===== config.mk =====
export PLATFORM = sky130hd
export DESIGN_NAME = swerm_ctrl
export DESIGN_NICKNAME = d
export VERILOG_FILES = /design/src/hw/rtl/swerm_pkg.sv /design/src/hw/rtl/swerm_ctrl.sv
export SDC_FILE = /design/constraint.sdc
export NUM_CORES = 1
export LEC_CHECK = 0
export ABC_AREA = 1
export BUFFER_PORTS_ARGS = -buffer_cell sky130_fd_sc_hd__buf_2
export CORE_AREA = 2 2 39 41
export CTS_CLUSTER_SIZE = 25
export DETAILED_ROUTE_END_ITERATION = 16
export DIE_AREA = 0 0 41 43
export PLACE_DENSITY = 0.68
export SKIP_CTS_REPAIR_TIMING = 1
export SYNTH_ARGS = -nofsm -noshare
export SYNTH_HDL_FRONTEND = slang
export SYNTH_SLANG_ARGS = --single-unit
export TNS_END_PERCENT = 1

===== constraint.sdc =====
create_clock -name clock -period 1.46 [get_ports clock]
set_clock_uncertainty 0.15 [all_clocks]
set_input_delay 0.073 -clock clock [delete_from_list [all_inputs] [get_ports clock]]
set_output_delay 0.073 -clock clock [all_outputs]
set_load 0.03 [all_outputs]

===== src/hw/rtl/swerm_pkg.sv =====
`timescale 1ns / 1ps
// shared types and constants for the sliding window event rate meter
// no dependencies; used by swerm_ctrl, swerm_dpath and the core top level

package swerm_pkg;

   // widths fixed by the register and result fields
   localparam int REG_BITS       = 24;
   localparam int RATE_BITS      = 24;
   localparam int SCALE_BITS     = 27;
   localparam int CSR_INDEX_BITS = 1;

   // rate scale: hundredths per second from microsecond spans
   localparam logic [SCALE_BITS-1:0] RATE_SCALE = 27'd100000000;
   localparam logic [RATE_BITS-1:0]  RATE_MAX   = 24'hFFFFFF;
   localparam int                    MIN_STAMPS = 3;

   // configuration register indexes
   localparam logic [CSR_INDEX_BITS-1:0] CSR_WINDOW_LENGTH   = 1'd0;
   localparam logic [CSR_INDEX_BITS-1:0] CSR_RECALC_INTERVAL = 1'd1;

   // register reset values
   localparam logic [REG_BITS-1:0] WINDOW_LENGTH_RESET   = 24'd1000000;
   localparam logic [REG_BITS-1:0] RECALC_INTERVAL_RESET = 24'd500000;

   // controller to datapath commands
   typedef struct packed {
      logic load;            // take the new stamp and append it
      logic pop;             // drop the oldest held stamp
      logic recalc_trivial;  // recalculation with too few stamps or zero span
      logic div_start;       // load divider and note recalculation time
      logic div_step;        // one restoring division step
      logic div_done;        // saturate quotient into held rate
      logic out_load;        // capture result into output register
   } cmd_type;

   // datapath to controller status
   typedef struct packed {
      logic pop_needed;      // oldest held stamp is older than the window
      logic recalc_due;      // recalculation interval has elapsed
      logic rate_trivial;    // fewer than three stamps or zero span
   } status_type;

endpackage


===== src/hw/rtl/swerm_ctrl.sv =====
`timescale 1ns / 1ps
// controller state machine for the event rate meter
// depends on swerm_pkg; drives swerm_dpath through cmd_type and reads status_type

module swerm_ctrl #(
   parameter int DIV_STEPS = 36
) (
   input  logic                  clock,
   input  logic                  reset,
   input  logic                  req_tvalid,
   output logic                  req_tready,
   output logic                  rsp_tvalid,
   input  logic                  rsp_tready,
   input  swerm_pkg::status_type status,
   output swerm_pkg::cmd_type    cmd
);

   localparam int STEP_BITS = $clog2(DIV_STEPS);
   localparam logic [STEP_BITS-1:0] LAST_STEP = STEP_BITS'(DIV_STEPS - 1);

   localparam logic [2:0] ST_IDLE   = 3'd0;
   localparam logic [2:0] ST_READ   = 3'd1;
   localparam logic [2:0] ST_CHECK  = 3'd2;
   localparam logic [2:0] ST_EVAL   = 3'd3;
   localparam logic [2:0] ST_DIV    = 3'd4;
   localparam logic [2:0] ST_SAT    = 3'd5;
   localparam logic [2:0] ST_FINISH = 3'd6;

   logic [2:0]           state_ff, state_in;
   logic [STEP_BITS-1:0] step_ff, step_in;
   logic                 rsp_valid_ff, rsp_valid_in;

   always_comb begin
      cmd          = '0;
      state_in     = state_ff;
      step_in      = step_ff;
      rsp_valid_in = rsp_valid_ff && !rsp_tready;
      unique case (state_ff)
         ST_IDLE: begin
            if (req_tvalid) begin
               cmd.load = 1'b1;
               state_in = ST_READ;
            end
         end
         ST_READ: begin
            state_in = ST_CHECK;
         end
         ST_CHECK: begin
            if (status.pop_needed) begin
               cmd.pop  = 1'b1;
               state_in = ST_READ;
            end else begin
               state_in = ST_EVAL;
            end
         end
         ST_EVAL: begin
            if (!status.recalc_due) begin
               state_in = ST_FINISH;
            end else if (status.rate_trivial) begin
               cmd.recalc_trivial = 1'b1;
               state_in           = ST_FINISH;
            end else begin
               cmd.div_start = 1'b1;
               step_in       = '0;
               state_in      = ST_DIV;
            end
         end
         ST_DIV: begin
            cmd.div_step = 1'b1;
            step_in      = step_ff + 1'b1;
            if (step_ff == LAST_STEP) begin
               state_in = ST_SAT;
            end
         end
         ST_SAT: begin
            cmd.div_done = 1'b1;
            state_in     = ST_FINISH;
         end
         ST_FINISH: begin
            // wait for the output register to be free
            if (!rsp_valid_ff || rsp_tready) begin
               cmd.out_load = 1'b1;
               rsp_valid_in = 1'b1;
               state_in     = ST_IDLE;
            end
         end
         default: begin
            state_in = ST_IDLE;
         end
      endcase
   end

   always_ff @(posedge clock) begin
      if (reset) begin
         state_ff     <= ST_IDLE;
         step_ff      <= '0;
         rsp_valid_ff <= 1'b0;
      end else begin
         state_ff     <= state_in;
         step_ff      <= step_in;
         rsp_valid_ff <= rsp_valid_in;
      end
   end

   assign req_tready = (state_ff == ST_IDLE);
   assign rsp_tvalid = rsp_valid_ff;

endmodule


---- Word-level counts from Yosys, hierarchy flattened ----
Index checks and enable logic that the tools add are counted.
storage, ports and cells
  logic and storage cells ................. 48
  output and inout bits ................... 9
  input port bits ......................... 7
  bits in registers ....................... 10
cells by class
  add/sub/neg operators ................... 1
  equal/unequal tests ..................... 12
  reduce and logical (&&, ||, !) cells .... 8
  muxes and demuxes ....................... 24
operators by type and width
  operator                                                               count
  3-bit case mux with 7 select lines                                     1
  1-bit two-way mux                                                      12
  3-bit two-way mux                                                      4
  6-bit two-way mux                                                      2
  6-bit case mux with 2 select lines                                     1
  2-bit inequality test, second input constant                           5
  3-bit equality test, second input constant                             3
  2-bit two-way mux                                                      4
  6-bit by 1-bit adder with 6-bit output, second input constant          1
  3-bit by 2-bit equality test with 1-bit output, second input constant  2
  6-bit equality test, second input constant                             1
  3-bit AND reduction                                                    2
  3-bit by 1-bit equality test with 1-bit output, second input constant  1
  3-bit logical NOT                                                      1
  1-bit logical NOT                                                      2
  2-bit nonzero test                                                     1
  1-bit logical AND                                                      1
  1-bit logical OR                                                       1

---- Longest topological paths before layout ----
  word-level depth ........................ 4
  depth in mapped cells ................... 8
  mapped depth without buffers ............ 8

---- Least setup slack after synthesis ----
OpenSTA, ideal clock, no wires.
  kind .................................... register to output
  from .................................... register state_ff[2]
  to ...................................... output cmd[5] in the netlist's numbering
  path buffers ............................ 1
  arrival ................................. 1436 ps
  setup slack ............................. -199 ps
  stages on the path, launching flop included .. 3
  required time ........................... 1237 ps
  path through ............................ dfxtp_1 > buf_4 > nor4_1
RTL lines
  element                   line              RTL
  start: declaration        swerm_ctrl.sv:29  logic [2:0] state_ff, state_in;
  start signal: assignment  swerm_ctrl.sv:99  state_ff <= state_in;
  end: declaration          swerm_ctrl.sv:15  output swerm_pkg::cmd_type cmd

==> impl_metrics.sql <==
INSERT INTO impl_metrics (metric_group, metric, value, unit) VALUES
('outcome', 'status', 'finished, final reports clean', ''),
('routing', 'vias_per_cell', '4.79', ''),
('global_route', 'maximum_number_of_pins_on_one_net_before_global_route_repair', '10', ''),
('yosys', 'post-synth-top-area-fraction', '34.6', '%'),
('yosys', 'sequential_cell_area_fraction_in_the_yosys_report', '34.6', '%'),
('yosys', 'yosys_register_bits', '10', ''),
('place', 'gp_congestion', '0.768', ''),
('floorplanning', 'start_util', '41.8', '%'),
('floorplanning', 'die_width', '41', 'microns'),
('place', 'place.port_buffers', '15', ''),
('sta', 'rsz0062_at_grt', 'yes', ''),
('sta', 'max_freq', '0.706', 'GHz'),
('flow_run', 'drv_cap', '0', ''),
('yosys', 'synthesis.area_per_instance', '6.42', 'sq um'),
('setup_path', 'cpMaxStageDelayCell', 'dfxtp_4', ''),
('power', 'power-per-cell-area', '969', 'mW/mm^2'),
('clocking', 'tritoncts', 'built', ''),
('routing', 'detail_route.iter0.violations', '17', ''),
('layout', 'area_taken_by_multi_input_logic_gates', '337', 'sq um'),
('clocking', 'htree_levels', '1', ''),
('global_route', 'first_global_vias', '447', ''),
('setup_path', 'crit_arrival', '1.19', 'ns'),
('floorplanning', 'die-area', '0.00176', 'sq mm'),
('layout', 'final_net_count', '119', ''),
('sta', 'layout_min_cycle_time', '1.42', 'ns'),
('setup_path', 'path_class', 'reg -> out', ''),
('setup_path', 'path_cells', 'inv_1, nand3_2, inv_2, clkbuf_4', ''),
('layout', 'n_fill_cell', '139', ''),
('sta', 'max_slew.worst_pin.slew', '0.257', 'ns'),
('floorplanning', 'row_count', '14', ''),
('clocking', 'num_cts_buffers', '3', ''),
('place', 'detailed_place_hpwl', '882', 'microns'),
('sta', 'whs', '0.0119', 'ns'),
('layout', 'layout_commonest_cell', 'nand2_1', ''),
('routing', 'dr_total_vias', '603', ''),
('yosys', 'yosysWarnings', '0', ''),
('setup_path', 'required', '1.24', 'ns'),
('routing', 'drtAntennaViolNets', '0', ''),
('global_route', 'grt_antenna_before_repair', '0', ''),
('global_route', 'grtUsageTotal', '15.3', '%'),
('clocking', 'cts_root_buffer', 'clkbuf_4', ''),
('setup_path', 'worstSetupEndpointType', 'primary output', ''),
('yosys', 'synth_unique_cells', '19', ''),
('sta', 'finalSetupViolCount', '0', ''),
('yosys', 'top_cells_by_area_synth', 'dfxtp_1 35%, nand2_1 11%, nor2_1 9.7%', ''),
('sta', 'totalNegativeSetupSlack', '0', 'ns'),
('floorplanning', 'core_area', '0.00138', 'sq mm'),
('setup_path', 'max_stage_delay', '0.38', 'ns'),
('global_route', 'grt_remaining_overflow', '0', ''),
('layout', 'most_frequent_cells_in_the_layout', '15 x nand2_1, 14 x nor2_1, 12 x buf_2', ''),
('global_route', 'grt_first_pass_wirelength', '1.73', 'mm'),
('min_path', 'hp-class', 'in -> reg', ''),
('clocking', 'clock_pin_slew_worst_setup_and_hold_paths', '0.07', 'ns'),
('layout', 'seq_area', '206', 'sq um'),
('yosys', 'gate_count_after_technology_mapping', '90', ''),
('layout', 'antenna_cells', '0', ''),
('sta', 'report.final.hold_viol_count', '0', ''),
('layout', 'drive_gt1_share', '31.8', '%'),
('floorplanning', 'num_io_pins', '16', ''),
('sta', 'timing.slew.headroom', '82.8', '%'),
('routing', 'drt_drc_violations_left', '0', ''),
('power', 'max-vdd-ir-drop', '0.589', 'mV'),
('clocking', 'clock_sink_count', '10', ''),
('setup_path', 'path_buf_inv', '3', ''),
('sta', 'post-route-period-util', '97.0', '%'),
('yosys', 'synth.net_count', '98', ''),
('clocking', 'clock_tree.buffer_depth', '2', ''),
('setup_path', 'cp_max_fo', '7', ''),
('layout', 'area.growth.synth_to_final', '31.2', '%'),
('power', 'power.leakage', '0.383', 'nW'),
('routing', 'wl_per_cell', '9.19', 'microns'),
('yosys', 'synthesis.area', '578', 'sq um'),
('setup_path', 'cp_top_family', 'buffers and inverters', ''),
('yosys', 'yosysTopAreaCell', 'dfxtp_1', ''),
('floorplanning', 'chipHeight', '43', 'microns'),
('routing', 'firstDrtPassIters', '4', ''),
('sta', 'slew_violations', '0', ''),
('routing', 'drt_wl_total', '1.16', 'mm'),
('setup_path', 'start_kind', 'flop', ''),
('clocking', 'clkLatencyLatePin', '0.27', 'ns');
==> sequential cells by signal, indices dropped and copies added, names as in the netlist <==
register / flops
step_ff: 6
state_ff: 3
rsp_tvalid: 1
==> worst register-to-register path: stages (launching register included) <==
cell and delay, ns:
dfxtp_1 0.36, ha_1 0.22, nand2_1 0.07, inv_1 0.05, nand3_1 0.07, nand2_2 0.07, nand2_1 0.05, a21oi_1 0.11
nor2_1 0.05
==> per-layer routing <==
layer / vias to the layer above / share of wire (%) / global-route usage, %
li1: 328 / - / -
met1: 254 / 47 / 17.8
met2: 16 / 44 / 20.9
met3: 5 / 5.4 / 4.71
met4: 0 / 3.6 / 14.0
met5: - / 0 / 0
==> cells in the mapped netlist, drive strengths merged <==
master,n
nand2,20
nor2,16
inv,14
nand3,12
dfxtp,10
a21oi,8
nor3,2
o21ai,2
and2,1
and3,1
buf,1
ha,1
nand4,1
nor4,1
==> path summary, 6_finish.rpt <==
| path | from | endpoint | slack [ns] | depth (start not counted) |
|---|---|---|---|---|
| max | state_ff[0] | cmd[2] | 0.04 | 4 |
| min | status[0] | state_ff[1] | 0.01 | 4 |
| max reg2reg | step_ff[0] | state_ff[2] | 0.15 | 8 |
| min reg2reg | step_ff[0] | step_ff[0] | 0.33 | 1 |
==> cells by family (layout without fill, tap and decap cells) <==
| family | Yosys count | in the layout | share of synthesized area (%) |
|---|---|---|---|
| compound gates | 10 | 10 | 8.66 |
| fa+ha+maj | 1 | 1 | 2.16 |
| buf+inv | 15 | 35 | 10.4 |
| flops | 10 | 10 | 34.6 |
| simple gates | 54 | 54 | 44.2 |
==> metrics by stage <==
stage / power, mW / std cells / util (%) / area, sq um / setup slack, ns
6_report: 0.735 / 126 / 54.8 / 758 / 0.0433
4_1_cts: 0.723 / 124 / 51.2 / 708 / -0.119
3_5_place_dp: 0.466 / 120 / 48.6 / 672 / 0.121
2_1_floorplan: 0.427 / 90 / - / 584 / -0.114
5_1_grt: 0.772 / 126 / 54.8 / 758 / -0.0154
3_3_place_gp: 0.465 / 120 / 48.6 / 672 / 0.146
==> area by class of cell <==
type	instances	share of cell area, %
repair buffers	17	14.0
multi-input cells	65	44.4
flip-flops and latches	10	27.2
well taps	16	2.64
clock buffers	4	4.79
inverters	14	6.93
==> where the power goes <==
part,internal (mW),leakage [nW],switching [mW]
registers,0.289,0.0825,0.0239
logic,0.0593,0.279,0.107
clock network,0.152,0.0210,0.104
Note: power is estimated with default switching activity, not from simulation.
